$ cat config.mk
export PLATFORM = sky130hd
export DESIGN_NAME = contiguous_slot_bitmap_allocator_core
export DESIGN_NICKNAME = d
export VERILOG_FILES = /design/src/csba_pkg.sv /design/src/csba_cell.sv /design/src/csba_ctrl.sv /design/src/contiguous_slot_bitmap_allocator_core.sv
export SDC_FILE = /design/constraint.sdc
export NUM_CORES = 1
export LEC_CHECK = 0
export BUFFER_PORTS_ARGS = -buffer_cell sky130_fd_sc_hd__buf_2
export CAP_MARGIN = 20
export CORE_UTILIZATION = 50
export DETAILED_ROUTE_END_ITERATION = 16
export PLACE_DENSITY = 0.8
export SETUP_SLACK_MARGIN = 0.1
export SLEW_MARGIN = 25
export SYNTH_ARGS = -nofsm -noshare
export SYNTH_HDL_FRONTEND = slang
export SYNTH_SLANG_ARGS = --single-unit
$ cat constraint.sdc
create_clock -name i_clk -period 4.6 [get_ports i_clk]
set_input_delay 0.92 -clock i_clk [delete_from_list [all_inputs] [get_ports i_clk]]
set_output_delay 0.92 -clock i_clk [all_outputs]
set_load 0.01 [all_outputs]
$ cat src/csba_pkg.sv
// Shared types and constants for the contiguous slot bitmap allocator.
`timescale 1ns / 1ps

package csba_pkg;

    // Number of slots in the map; a power of two from 16 to 256.
    localparam int SLOT_COUNT = 256;
    localparam int SLOT_W     = $clog2(SLOT_COUNT);

    localparam logic [SLOT_W-1:0] LAST_SLOT      = SLOT_W'(SLOT_COUNT - 1);
    localparam logic [7:0]        MAX_REGION_END = 8'(SLOT_COUNT - 2);
    localparam logic [7:0]        FAIL_SLOT      = 8'hFF;

    localparam logic KIND_ALLOC = 1'b0;
    localparam logic KIND_FREE  = 1'b1;

    localparam logic [1:0] ST_OK   = 2'd0;
    localparam logic [1:0] ST_BAD  = 2'd1;
    localparam logic [1:0] ST_FULL = 2'd2;

    typedef struct packed {
        logic       kind;
        logic [7:0] span_lo;
        logic [7:0] span_hi;
        logic [7:0] run_length;
        logic [7:0] free_base;
    } t_in_item;

    typedef struct packed {
        logic [7:0] start_slot;
        logic [1:0] status;
    } t_out_item;

    // Command to a map cell: shift the ring, and optionally overwrite the
    // bit entering the cell.
    typedef struct packed {
        logic shift;
        logic wr_en;
        logic wr_val;
    } t_ring_cmd;

endpackage

$ cat src/csba_cell.sv
// One occupancy cell of the slot ring: holds one slot's busy bit.
`timescale 1ns / 1ps

module csba_cell (
    input  logic                i_clk,
    input  logic                i_rst_n,
    input  csba_pkg::t_ring_cmd i_cmd,
    input  logic                i_d,
    output logic                o_q
);

    logic r_bit;
    logic n_bit;

    always_comb begin
        n_bit = r_bit;
        if (i_cmd.shift) begin
            n_bit = i_cmd.wr_en ? i_cmd.wr_val : i_d;
        end
    end

    always_ff @(posedge i_clk) begin
        if (!i_rst_n) begin
            r_bit <= 1'b0;
        end else begin
            r_bit <= n_bit;
        end
    end

    assign o_q = r_bit;

endmodule

$ cat src/csba_ctrl.sv
// Sequencer: examines the slot at the ring head, scans, marks, frees, reports.
`timescale 1ns / 1ps

module csba_ctrl (
    input  logic                        i_clk,
    input  logic                        i_rst_n,
    input  logic                        i_in_valid,
    output logic                        o_in_ready,
    input  csba_pkg::t_in_item          i_in_data,
    output logic                        o_out_valid,
    input  logic                        i_out_ready,
    output csba_pkg::t_out_item         o_out_data,
    input  logic                        i_head_bit,
    output csba_pkg::t_ring_cmd         o_ring_cmd
);

    typedef enum logic [2:0] {
        S_IDLE,
        S_SCAN,
        S_MARK,
        S_FREE,
        S_HOLD
    } t_state;

    t_state                        r_state;
    logic [csba_pkg::SLOT_W-1:0]   r_k;
    logic [7:0]                    r_rstart;
    logic [7:0]                    r_rend;
    logic [7:0]                    r_len;
    logic [7:0]                    r_first;
    logic [7:0]                    r_run;
    logic                          r_found;
    logic [7:0]                    r_fstart;
    logic [7:0]                    r_fend;
    csba_pkg::t_out_item           r_res;
    logic                          r_out_valid;
    csba_pkg::t_out_item           r_out_data;

    logic                          bad_arg;
    logic [8:0]                    region_len;
    logic [7:0]                    k8;
    logic [csba_pkg::SLOT_W-1:0]   free_dist;
    logic                          in_region;
    logic [7:0]                    run_inc;
    logic                          pass_end;
    logic                          out_free;

    assign region_len = {1'b0, i_in_data.span_hi} - {1'b0, i_in_data.span_lo} + 9'd1;
    assign bad_arg    = (i_in_data.span_hi > csba_pkg::MAX_REGION_END) ||
                        (i_in_data.run_length == 8'd0) ||
                        (i_in_data.span_hi < i_in_data.span_lo) ||
                        (region_len < {1'b0, i_in_data.run_length});

    assign k8        = 8'(r_k);
    assign free_dist = r_k - r_first[csba_pkg::SLOT_W-1:0];
    assign in_region = (k8 >= r_rstart) && (k8 <= r_rend);
    assign run_inc   = r_run + 8'd1;
    assign pass_end  = (r_k == csba_pkg::LAST_SLOT);
    assign out_free  = !r_out_valid || i_out_ready;

    always_comb begin
        o_ring_cmd = '0;
        case (r_state)
            S_SCAN: begin
                o_ring_cmd.shift = 1'b1;
            end
            S_MARK: begin
                o_ring_cmd.shift  = 1'b1;
                o_ring_cmd.wr_en  = (k8 >= r_fstart) && (k8 <= r_fend);
                o_ring_cmd.wr_val = 1'b1;
            end
            S_FREE: begin
                o_ring_cmd.shift  = 1'b1;
                o_ring_cmd.wr_en  = 8'(free_dist) < r_len;
                o_ring_cmd.wr_val = 1'b0;
            end
            default: begin
                o_ring_cmd = '0;
            end
        endcase
    end

    always_ff @(posedge i_clk) begin
        if (!i_rst_n) begin
            r_state     <= S_IDLE;
            r_out_valid <= 1'b0;
            r_k         <= '0;
            r_found     <= 1'b0;
            r_run       <= 8'd0;
        end else begin
            // in S_HOLD the output register is reloaded below instead
            if (r_out_valid && i_out_ready && r_state != S_HOLD) begin
                r_out_valid <= 1'b0;
            end
            case (r_state)
                S_IDLE: begin
                    if (i_in_valid) begin
                        r_rstart <= i_in_data.span_lo;
                        r_rend   <= i_in_data.span_hi;
                        r_len    <= i_in_data.run_length;
                        r_first  <= i_in_data.free_base;
                        r_k      <= '0;
                        r_run    <= 8'd0;
                        r_found  <= 1'b0;
                        if (i_in_data.kind == csba_pkg::KIND_FREE) begin
                            r_state <= S_FREE;
                        end else if (bad_arg) begin
                            r_res   <= '{start_slot: csba_pkg::FAIL_SLOT,
                                         status: csba_pkg::ST_BAD};
                            r_state <= S_HOLD;
                        end else begin
                            r_state <= S_SCAN;
                        end
                    end
                end
                S_SCAN: begin
                    r_k <= r_k + 1'b1;
                    if (in_region && !r_found) begin
                        if (i_head_bit) begin
                            r_run <= 8'd0;
                        end else begin
                            r_run <= run_inc;
                            if (run_inc == r_len) begin
                                r_found  <= 1'b1;
                                r_fstart <= k8 - r_len + 8'd1;
                                r_fend   <= k8;
                            end
                        end
                    end
                    if (pass_end) begin
                        // the last slot is never inside a valid region
                        if (r_found) begin
                            r_state <= S_MARK;
                        end else begin
                            r_res   <= '{start_slot: csba_pkg::FAIL_SLOT,
                                         status: csba_pkg::ST_FULL};
                            r_state <= S_HOLD;
                        end
                    end
                end
                S_MARK: begin
                    r_k <= r_k + 1'b1;
                    if (pass_end) begin
                        r_res   <= '{start_slot: r_fstart, status: csba_pkg::ST_OK};
                        r_state <= S_HOLD;
                    end
                end
                S_FREE: begin
                    r_k <= r_k + 1'b1;
                    if (pass_end) begin
                        r_res   <= '{start_slot: csba_pkg::FAIL_SLOT,
                                     status: csba_pkg::ST_OK};
                        r_state <= S_HOLD;
                    end
                end
                S_HOLD: begin
                    // wait for the output register to drain
                    if (out_free) begin
                        r_out_valid <= 1'b1;
                        r_out_data  <= r_res;
                        r_state     <= S_IDLE;
                    end
                end
                default: begin
                    r_state <= S_IDLE;
                end
            endcase
        end
    end

    assign o_in_ready  = (r_state == S_IDLE);
    assign o_out_valid = r_out_valid;
    assign o_out_data  = r_out_data;

endmodule

$ cat src/contiguous_slot_bitmap_allocator_core.sv
// Top level of the contiguous slot bitmap allocator: slot ring and sequencer.
`timescale 1ns / 1ps

// First-fit allocator over a map of SLOT_COUNT slots, one busy bit per cell, all free after
// reset (no clearing pass). The cells form a ring that rotates one slot per cycle while a
// pass is in work, past a single head examiner, so every pass visits all SLOT_COUNT slots. A
// free transaction takes one pass; an allocate with bad arguments is answered without a pass;
// an allocate that finds no fitting run takes one pass; a successful allocate scans in one
// pass and marks the run in a second. One transaction is in work at a time; the result waits
// in an output register, and a new input transaction is taken while it waits.
module contiguous_slot_bitmap_allocator_core (
    input  logic                i_clk,
    input  logic                i_rst_n,
    input  logic                i_in_valid,
    output logic                o_in_ready,
    input  csba_pkg::t_in_item  i_in_data,
    output logic                o_out_valid,
    input  logic                i_out_ready,
    output csba_pkg::t_out_item o_out_data
);

    logic [csba_pkg::SLOT_COUNT-1:0] ring_q;
    csba_pkg::t_ring_cmd             ring_cmd;
    csba_pkg::t_ring_cmd             tail_cmd;
    csba_pkg::t_ring_cmd             body_cmd;

    assign tail_cmd = ring_cmd;
    assign body_cmd = '{shift: ring_cmd.shift, wr_en: 1'b0, wr_val: 1'b0};

    // Slot at cell 0 is the head; it re-enters at the tail, possibly rewritten.
    genvar g;
    generate
        for (g = 0; g < csba_pkg::SLOT_COUNT; g++) begin : g_cell
            if (g == csba_pkg::SLOT_COUNT - 1) begin : g_tail
                csba_cell u_cell (
                    .i_clk   (i_clk),
                    .i_rst_n (i_rst_n),
                    .i_cmd   (tail_cmd),
                    .i_d     (ring_q[0]),
                    .o_q     (ring_q[g])
                );
            end else begin : g_body
                csba_cell u_cell (
                    .i_clk   (i_clk),
                    .i_rst_n (i_rst_n),
                    .i_cmd   (body_cmd),
                    .i_d     (ring_q[g+1]),
                    .o_q     (ring_q[g])
                );
            end
        end
    endgenerate

    csba_ctrl u_ctrl (
        .i_clk       (i_clk),
        .i_rst_n     (i_rst_n),
        .i_in_valid  (i_in_valid),
        .o_in_ready  (o_in_ready),
        .i_in_data   (i_in_data),
        .o_out_valid (o_out_valid),
        .i_out_ready (i_out_ready),
        .o_out_data  (o_out_data),
        .i_head_bit  (ring_q[0]),
        .o_ring_cmd  (ring_cmd)
    );

endmodule

==> metrics.md, run 1 <==
| Metric | Value |
|---|---|
| TritonCTS Buffers | 37 |
| NetSw | approximately 1.7 mW |
| Post-CTS Resized | 0 |
| Setup crit start kind | primary input |
| Crit-path cells | buf_2, inv_1, ha_1, inv_1, ha_1, fa_1, nor2b_1, o21ai_0, a21oi_1, o21a_1, nor2_1, xnor2_1, ha_1, and2_1, a221oi_2, nor2_1, a2111oi_4, buf_4 |
| Mapped Area | between 10000 and 15000 um2 |
| CP Max Fanout | 10 |
| Hold path depth | 0 |
| Worst vdd ir | 0.237 mV |
| Clock root cell | clkbuf_16 |
| FF-to-FF Start | u_ctrl.k8[1] |
| Share of flip-flops with an asynchronous set or reset | 0% |
| Clk_lat worst skew | about 0.52 ns |
| Post-synthesis xor/xnor area fraction | ~1.5% |
| WL final | approximately 28 mm |
| R2R Path End | g_cell[255].g_tail.u_cell.o_q |
| Fin. Hold Viols | 0 |
| Antenna Cells | 0 |
| Drt wl/cell | 13.2 um |
| Crit. End Element | register |
| Starting Density | around 51% |
| Clock Skews | 0.0147 ns |
| FILL cells | about 2400 |
| WHS | approximately 0.42 ns |
| Clock-pin transition on the worst setup and hold timing paths | 0.06 ns |
| First-pass GRT wire length | approximately 47 mm |
| RSZ-0062 raised after global routing | false |
| Max Fclk | 238 MHz |
| Port Buf Inserts | 48 |
| Synth Warn # | 0 |
| Primary FF master, synth | dfxtp_1 |
| Compound-Gate Fraction of Synth Area | 13.8% |
| Die Y | between 150 and 200 um |
| Pint | slightly below 5 mW |
| CP max stage delay | between 0.4 and 0.5 ns |
| Setup violations, final | 0 |
| Average size of a mapped cell | around 8.6 um2 |
| Net Count, Synth | between 1500 and 2000 |
| Switching share of power | roughly a quarter |
| Clk buf depth | 3 |
| Min-Delay Path Class | register to register |
| Pre-CTS WS | -0.0829 ns |
| Fin cells | about 2100 |
| PwrDens | slightly above 400 nW/um2 |
| Largest family of logic cells by synthesized area | simple AND/OR/NAND/NOR gates |
| Setup Crit Path Kind | primary input to register |
| Synth Area in Adders | 8.17% |
| Worst Reg2Reg Path Length in Cells | 12 |
| Final critical-path setup slack | 0.404 ns |
| DRC marker count from the first detailed-route iteration | roughly 900 |
| Status | complete, no violations |
| Core Area | 28200 um2 |
| NumNets Final | ~1800 |
| CTS sink cnt | 345 |
| Setup_tns | 0 ns |
| Routed vias/inst | ~5.2 |
| R2r setup slk | 1.33 ns |
| Logic pwr share | about a tenth |
| Critical Path AT | between 4 and 5 ns |
| I/O pins | 49 |
| Chip width | approximately 170 um |
| Router iterations before antenna repair | 6 |
| PnR Total Power | 6.67 mW |
| Most frequent cells in the layout | 550 x nand2_1, 295 x a21oi_1, 277 x dfxtp_1 |
| Cell variety after synth | around 60 |
| Cts hold-fix bufs | 0 |
| Post-synth EDFFs | a little under 70 |
| Overall global routing resource usage | a little under a fifth |
| Post-synthesis register bit count | between 300 and 400 |
| Worst hold endpoint | u_ctrl.o_out_data[9] |
| Pleak | slightly below 6 nW |
| Multiplexer area fraction after synthesis | less than 1% |
| Most frequent CP cell | ha_1 |
| Number of max-cap violations | 0 |
| Fin crit period | between 4 and 5 ns |
| Largest net degree at the start of global routing | about 260 |
| Reg power frac | 47.3% |
| Post-Syn Instances | around 1700 |
| Slowest cell on crit path | a2111oi_4 |
| Vias in the first global route | about 10000 |
| Area after DPL | approximately 15000 um2 |
| Row cnt | slightly above 60 |
| Share of layout cells above drive strength 1 | around 8.1% |
| Critical path required time | 4.81 ns |
| Vias | between 10000 and 15000 |
| Hpwl dp | between 15 and 20 mm |
| CTS tree | yes |
| Area Growth Syn to Fin | 11.7% |
| Design Area, Final | 16200 um2 |
| Worst-Margin Slew | ~1.1 ns |
| Final Slew Violations | 0 |
| Final core utilization | a little under three fifths |
| Clk pwr share | a little over two fifths |
| Most common cell after layout, fill and taps aside | nand2_1 |
| Worst Hold Launch | u_ctrl.r_res[9] |
| Placer congestion estimate | 0.844 |
| Htree depth | 2 |
| Initial antenna violation count | 0 |
| DRT antenna net count | 0 |
| Simple-gate portion of the synthesized area | 18.7% |
| Sequential-to-total area share from yosys stat | a little over half |
| Final period utilization | between 90 and 100% |
| Setup Fix Bufs, Post-CTS | 0 |
| Die area | roughly 30000 um2 |
| Inst Count DP | just over 2000 |
| Slew HR | between 20% and 30% |
| Remaining global-route overflow | 0 |
| Drt drc | 0 |
## synthesized netlist by cell type (all sizes together), types with 8 or more instances
cell type  number  area, um2
nand3          22        110
buf            23        110
edfxtp         68       2040
o21ai          23        115
nor3           13       65.1
nand2b          8       50.1
xnor2          19        166
a31oi           8       50.1
nand4          10       62.6
nand2         550       2060
inv            84        315
nor2           31        116
clkbuf         77        292
dfxtp         277       5550
a21o            8       60.1
ha             85       1060
a21oi         295       1480
## critical path, delay by kind of cell
kind / cells / cell delay [ns]
AO/OA/AOI/OAI: 5 / 1.24
XOR/XNOR: 1 / 0.13
adder cells (fa/ha/maj): 4 / 1.14
buffers and inverters: 4 / 0.41
AND/OR/NAND/NOR: 4 / 0.57
## logic make-up after synthesis
kind of cell,after synthesis
simple gates,668
compound gates,369
flops,345
buf+inv,184
fa+ha+maj,91
xor+xnor,25
mux,6
## layout make-up
type	instances	area, um2	area share [%]
tap	378	473	2.93
sequential	345	7590	46.9
inverter	84	328	2.03
multi-input combinational	1159	6210	38.4
clock buffer	54	1100	6.80
clock inverter	12	91.3	0.565
timing repair buffer	65	380	2.35
## routing by layer
layer,GRT usage [%],share of wire [%],vias to the layer above
met3,2.84,3.6,56
met4,6.12,2.3,0
met1,24.5,45,5119
li1,-,-,5614
met5,0,0,-
met2,32.8,49,190
## power by group through the flow
stage / registers [mW] / logic (mW) / clock network, mW
global route: 3.15 / 0.782 / 3.01
detailed placement: 3.22 / 0.695 / 0
global placement: 3.21 / 0.671 / 0
floorplan: 3.20 / 0.546 / 0
finish: 3.15 / 0.700 / 2.82
CTS: 3.15 / 0.698 / 2.88
## flip-flops by register name, indices dropped and copies added, names as in the netlist
name / flops
g_cell.g_body.u_cell.o_q: 255
g_cell.g_tail.u_cell.o_q: 1
u_ctrl.k8: 8
u_ctrl.o_out_data: 10
u_ctrl.o_out_valid: 1
u_ctrl.r_fend: 8
u_ctrl.r_first: 8
u_ctrl.r_found: 1
u_ctrl.r_fstart: 8
u_ctrl.r_len: 8
u_ctrl.r_rend: 8
u_ctrl.r_res: 10
u_ctrl.r_rstart: 8
u_ctrl.r_run: 8
u_ctrl.r_state: 3
## how the worst max path moves through the flow
stage                        startpoint         endpoint  cells after the start
after floorplan           i_in_data[17]  u_ctrl.r_res[0]                     16
after detailed placement  i_in_data[17]  u_ctrl.r_res[4]                     18
after global placement    i_in_data[17]  u_ctrl.r_res[3]                     18
after CTS                 i_in_data[17]  u_ctrl.r_res[4]                     18
after global routing      i_in_data[17]  u_ctrl.r_res[7]                     18
final                     i_in_data[17]  u_ctrl.r_res[5]                     18
Note: power is estimated with default switching activity, not from simulation.
==> run 2, diff against run 1 <==
==> constraint.sdc (replaced) <==
create_clock -name i_clk -period 4.6 [get_ports i_clk]
set_input_delay 0.69 -clock i_clk [delete_from_list [all_inputs] [get_ports i_clk]]
set_output_delay 0.69 -clock i_clk [all_outputs]
set_load 0.01 [all_outputs]
==> run 2 against run 1 <==
Against the previous run:
- non-clock buffer count is 7 lower
- clock skew is 0.0018 ns higher
- sequential power hardly changed
- power is 0.11% lower
- clock power hardly changed
- final area is 0.36% lower
- global-route usage is 0.90 points lower
- sequential share of layout area is 0.17 points higher
- die area stayed put
- hold slack worse by 0.073 ns
- flip-flop and latch count stayed put
- critical endpoint is now u_ctrl.r_res[7]
==> metrics.md, run 2 (synthesis gave the netlist of run 1 again) <==
| Metric | Value |
|---|---|
| Drt drc | 0 |
| Crit. End Element | register |
| Clk_lat worst skew | 0.53 ns |
| CTS sink cnt | approximately 350 |
| NumNets Final | 1812 |
| DRC marker count from the first detailed-route iteration | approximately 900 |
| WL final | approximately 27 mm |
| Critical Path AT | between 4 and 5 ns |
| Overall global routing resource usage | between 10% and 20% |
| Fin. Hold Viols | 0 |
| I/O pins | around 50 |
| Hold path depth | 1 |
| Logic pwr share | 10.5% |
| Die Y | 172 um |
| Router iterations before antenna repair | 5 |
| Vias in the first global route | around 10000 |
| DRT antenna net count | 0 |
| Post-CTS Resized | 0 |
| Vias | about 11000 |
| Clock root cell | clkbuf_16 |
| Htree depth | 2 |
| Clk pwr share | a little over two fifths |
| Critical path required time | 4.81 ns |
| Routed vias/inst | roughly 5.3 |
| Most frequent cells in the layout | 550 x nand2_1, 295 x a21oi_1, 277 x dfxtp_1 |
| Initial antenna violation count | 0 |
| Pint | 4.96 mW |
| PnR Total Power | 6.66 mW |
| Remaining global-route overflow | 0 |
| RSZ-0062 raised after global routing | false |
| Clock-pin transition on the worst setup and hold timing paths | 0.06 ns |
| Design Area, Final | approximately 16000 um2 |
| Setup violations, final | 0 |
| Max Fclk | approximately 240 MHz |
| Antenna Cells | 0 |
| Hpwl dp | about 16 mm |
| Cts hold-fix bufs | 0 |
| Worst vdd ir | around 0.24 mV |
| Setup Crit Path Kind | primary input to register |
| Final period utilization | between 90 and 100% |
| FILL cells | between 2000 and 2500 |
| Area Growth Syn to Fin | 11.3% |
| Chip width | between 150 and 200 um |
| Final Slew Violations | 0 |
| Worst-Margin Slew | ~0.8 ns |
| Pleak | 5.87 nW |
| Largest net degree at the start of global routing | between 200 and 300 |
| Clock Skews | approximately 0.016 ns |
| Port Buf Inserts | 48 |
| Flip-flop count of the largest register after layout | ~260 |
| Die area | roughly 30000 um2 |
| Switching share of power | about a quarter |
| Share of layout cells above drive strength 1 | under 10% |
| TritonCTS Buffers | 36 |
| CTS tree | yes |
| Area after DPL | 14900 um2 |
| Number of max-cap violations | 0 |
| Placer congestion estimate | between 0.8 and 0.9 |
| Final critical-path setup slack | between 0.4 and 0.5 ns |
| WHS | ~0.34 ns |
| Reg power frac | around 47% |
| Worst Reg2Reg Path Length in Cells | 12 |
| Clk buf depth | 3 |
| Starting Density | 51.4% |
| Row cnt | between 60 and 70 |
| Core Area | approximately 28000 um2 |
| PwrDens | slightly above 400 nW/um2 |
| NetSw | about 1.7 mW |
| Status | complete, no violations |
| First-pass GRT wire length | around 45 mm |
| Setup crit start kind | primary input |
| CP Max Fanout | 10 |
| Min-Delay Path Class | primary input to register |
| Setup Fix Bufs, Post-CTS | 0 |
| Slew HR | 45.3% |
| Pre-CTS WS | -0.0397 ns |
| Drt wl/cell | 12.9 um |
| Most common cell after layout, fill and taps aside | nand2_1 |
| Fin crit period | a little over 4 ns |
==> run 2: worst max-delay path, cell delays in order <==
cell and delay (ns):
buf_2 0.11, inv_1 0.05, ha_1 0.28, inv_1 0.04, ha_1 0.23, fa_1 0.41
nor2b_1 0.15, o21ai_0 0.24, a21oi_1 0.11, o21a_1 0.17, nor2_1 0.11, xnor2_1 0.15
ha_1 0.27, and2_1 0.15, a221oi_2 0.40, nor2_1 0.11, a2111oi_2 0.43, buf_4 0.26
==> run 2: cell type report <==
type,instances,area [um2],area share [%]
tap,378,473,2.94
multi-input combinational,1159,6190,38.5
sequential,345,7590,47.1
timing repair buffer,58,360,2.24
inverter,84,328,2.04
clock buffer,56,1070,6.62
clock inverter,8,98.8,0.614
==> run 2: worst paths after layout <==
path                                                      end  slack (ns)       startpoint
worst max-delay path                          u_ctrl.r_res[7]        0.45    i_in_data[17]
worst min-delay path                        u_ctrl.r_first[7]        0.34     i_in_data[7]
worst max register to register  g_cell[255].g_tail.u_cell.o_q        1.29     u_ctrl.k8[1]
worst min register to register           u_ctrl.o_out_data[7]        0.42  u_ctrl.r_res[7]
==> run 2: through the flow <==
step,util [%],cells,setup TNS (ns)
after floorplan,-,1688,0
after global placement,52.9,2023,0
after detailed placement,52.9,2023,-0.394
after CTS,57.1,2087,0
after global routing,57.2,2088,0
final,57.2,2088,0
==> run 2: power groups by stage <==
stage,Combinational (mW),Clock (mW),Sequential [mW]
floorplan,0.543,0,3.20
detailed placement,0.682,0,3.21
global route,0.779,3.00,3.15
CTS,0.686,2.88,3.15
finish,0.699,2.81,3.15
global placement,0.667,0,3.21
==> run 2: metal layers <==
| metal | global-route usage [%] | up-vias | wire (um) |
|---|---|---|---|
| met1 | 23.9 | 5125 | 12200 |
| met4 | 5.81 | 0 | 549 |
| met3 | 3.04 | 50 | 1260 |
| met2 | 30.2 | 198 | 12900 |
| met5 | 0 | - | 0 |
| li1 | - | 5597 | - |
==> run 3, diff against run 2 <==
CORE_UTILIZATION = 56   (was 50)
PLACE_DENSITY = 0.87   (was 0.8)
==> run 3 against run 2 <==
Against the previous run:
- power decreased by 0.25%
- routed wire length increased by 3.8%
- final cell count decreased by 2.2%
- via count increased by 1.7%
- sequential share of layout area increased by 0.24 points
- non-clock buffer count increased by 2
- final area decreased by 0.50%
- register-to-register slack got worse by 0.07 ns
- highest routed layer unchanged
==> metrics.md, run 3 (synthesis gave the netlist of run 1 again) <==
| Metric | Value |
|---|---|
| Status | complete, no violations |
| Switching share of power | roughly a quarter |
| Worst vdd ir | between 0.3 and 0.4 mV |
| Share of layout cells above drive strength 1 | slightly below 8% |
| Clk buf depth | 3 |
| Worst-Margin Slew | 1.08 ns |
| Pleak | between 5 and 6 nW |
| Vias | approximately 11000 |
| Clock Skews | around 0.018 ns |
| Antenna Cells | 0 |
| Final Slew Violations | 0 |
| Crit-path cells | buf_2, inv_1, ha_1, inv_1, ha_1, fa_1, nor2b_1, o21ai_0, a21oi_1, o21a_1, nor2_1, xnor2_1, ha_1, and2_1, a221oi_2, nor2_1, a2111oi_2, buf_4 |
| Largest net degree at the start of global routing | about 260 |
| TritonCTS Buffers | 35 |
| Port Buf Inserts | 48 |
| NetSw | 1.70 mW |
| Critical Path AT | 4.36 ns |
| Cts hold-fix bufs | 0 |
| Most common cell after layout, fill and taps aside | nand2_1 |
| WHS | ~0.35 ns |
| Slew HR | about 28% |
| NumNets Final | between 1500 and 2000 |
| Htree depth | 2 |
| Initial antenna violation count | 0 |
| CP bufs+invs | 4 |
| Die Y | approximately 160 um |
| Drt wl/cell | roughly 14 um |
| Reg power frac | 47.4% |
| Clk pwr share | a little over two fifths |
| CTS sink cnt | 345 |
| Critical path launch point | i_in_data[17] |
| Fin crit period | roughly 4.1 ns |
| Hpwl dp | ~17 mm |
| Max Fclk | roughly 240 MHz |
| Pint | 4.94 mW |
| Crit path to | u_ctrl.r_res[5] |
| Clock-pin transition on the worst setup and hold timing paths | about 0.06 ns |
| Routed vias/inst | 5.46 |
| Pre-CTS WS | -0.0423 ns |
| Number of max-cap violations | 0 |
| R2R Path End | g_cell[255].g_tail.u_cell.o_q |
| Setup Crit Path Kind | primary input to register |
| Row cnt | 58 |
| Post-CTS Resized | 0 |
| Core Area | between 20000 and 30000 um2 |
| CTS tree | yes |
| Remaining global-route overflow | 0 |
| Starting Density | 57.3% |
| I/O pins | between 40 and 50 |
| Worst path top cell family by delay | compound AO/OA/AOI/OAI gates |
| Drt drc | 0 |
| Final period utilization | between 80% and 90% |
| Worst Reg2Reg Path Length in Cells | 12 |
| First-pass GRT wire length | ~47 mm |
| FF-to-FF Start | u_ctrl.k8[1] |
| Overall global routing resource usage | 21.3% |
| Area Growth Syn to Fin | 10.7% |
| Flip-flop count of the largest register after layout | between 200 and 300 |
| Logic pwr share | about a tenth |
| Slowest cell on crit path | a2111oi_2 |
| RSZ-0062 raised after global routing | false |
| Setup violations, final | 0 |
| Setup Fix Bufs, Post-CTS | 0 |
| Router iterations before antenna repair | 5 |
| Critical path required time | about 4.8 ns |
| Vias in the first global route | around 11000 |
| Min-Delay Path Class | primary input to register |
| CP Max Fanout | 10 |
| Clock root cell | clkbuf_16 |
| CP Depth | 18 |
| R2r setup slk | 1.22 ns |
| Placer congestion estimate | between 0.8 and 0.9 |
| CP max stage delay | roughly 0.44 ns |
| Clk_lat worst skew | 0.52 ns |
| Most frequent CP cell | ha_1 |
| DRT antenna net count | 0 |
| Chip width | around 160 um |
| Most frequent cells in the layout | 550 x nand2_1, 295 x a21oi_1, 277 x dfxtp_1 |
| Die area | 26500 um2 |
| WL final | between 20 and 30 mm |
| Final critical-path setup slack | about 0.46 ns |
| DRC marker count from the first detailed-route iteration | 1025 |
| Crit. End Element | register |
| Setup crit start kind | primary input |
| PwrDens | between 400 and 500 nW/um2 |
| Fin. Hold Viols | 0 |
-- run 3: changes by cell type in the layout (fill, tap and decap cells not counted), sizes merged --
cell,change
buf,+2
bufinv,-1
clkbuf,-2
clkinv,+4
clkinvlp,+1
inv,-2
-- run 3: worst min-delay path by stage --
stage | startpoint | end | depth (start not counted)
detailed placement | u_ctrl.r_res[0] | u_ctrl.o_out_data[0] | 0
floorplan | u_ctrl.r_res[0] | u_ctrl.o_out_data[0] | 0
global route | i_in_data[6] | u_ctrl.r_first[6] | 1
global placement | u_ctrl.r_res[6] | u_ctrl.o_out_data[6] | 0
CTS | i_in_data[6] | u_ctrl.r_first[6] | 1
finish | i_in_data[6] | u_ctrl.r_first[6] | 1
-- run 3: through the flow --
step / cell area (um2) / std cells / util, % / power [mW] / TNS, ns
4_1_cts: 16000 / 2042 / 63.5 / 6.69 / 0
3_5_place_dp: 14900 / 1978 / 58.8 / 3.90 / -0.419
5_1_grt: 16000 / 2042 / 63.5 / 6.91 / 0
2_1_floorplan: 14500 / 1688 / - / 3.74 / 0
6_report: 16000 / 2042 / 63.5 / 6.64 / 0
3_3_place_gp: 14900 / 1978 / 58.8 / 3.87 / 0
-- run 3: power by group through the flow --
stage | clock network [mW] | logic [mW] | registers [mW]
final | 2.80 | 0.691 | 3.15
after global routing | 2.99 | 0.772 | 3.15
after CTS | 2.86 | 0.688 | 3.15
after detailed placement | 0 | 0.683 | 3.21
after global placement | 0 | 0.661 | 3.21
after floorplan | 0 | 0.543 | 3.20
-- run 3: metal layers --
layer,global-route usage [%],vias up,wire length [um]
met5,0,-,0
met3,4.10,72,1390
met4,8.45,0,825
li1,-,5594,-
met2,35.8,283,13500
met1,26.9,5206,12200
-- run 3: area by class of cell --
cell class                      count  area [um2]
Clock inverter                     10        71.3
Fill cell                        1993        9230
Multi-Input combinational cell   1159        6190
Inverter                           84         328
Clock buffer                       54        1100
Tap cell                          330         413
Timing Repair Buffer               60         343
Sequential cell                   345        7590
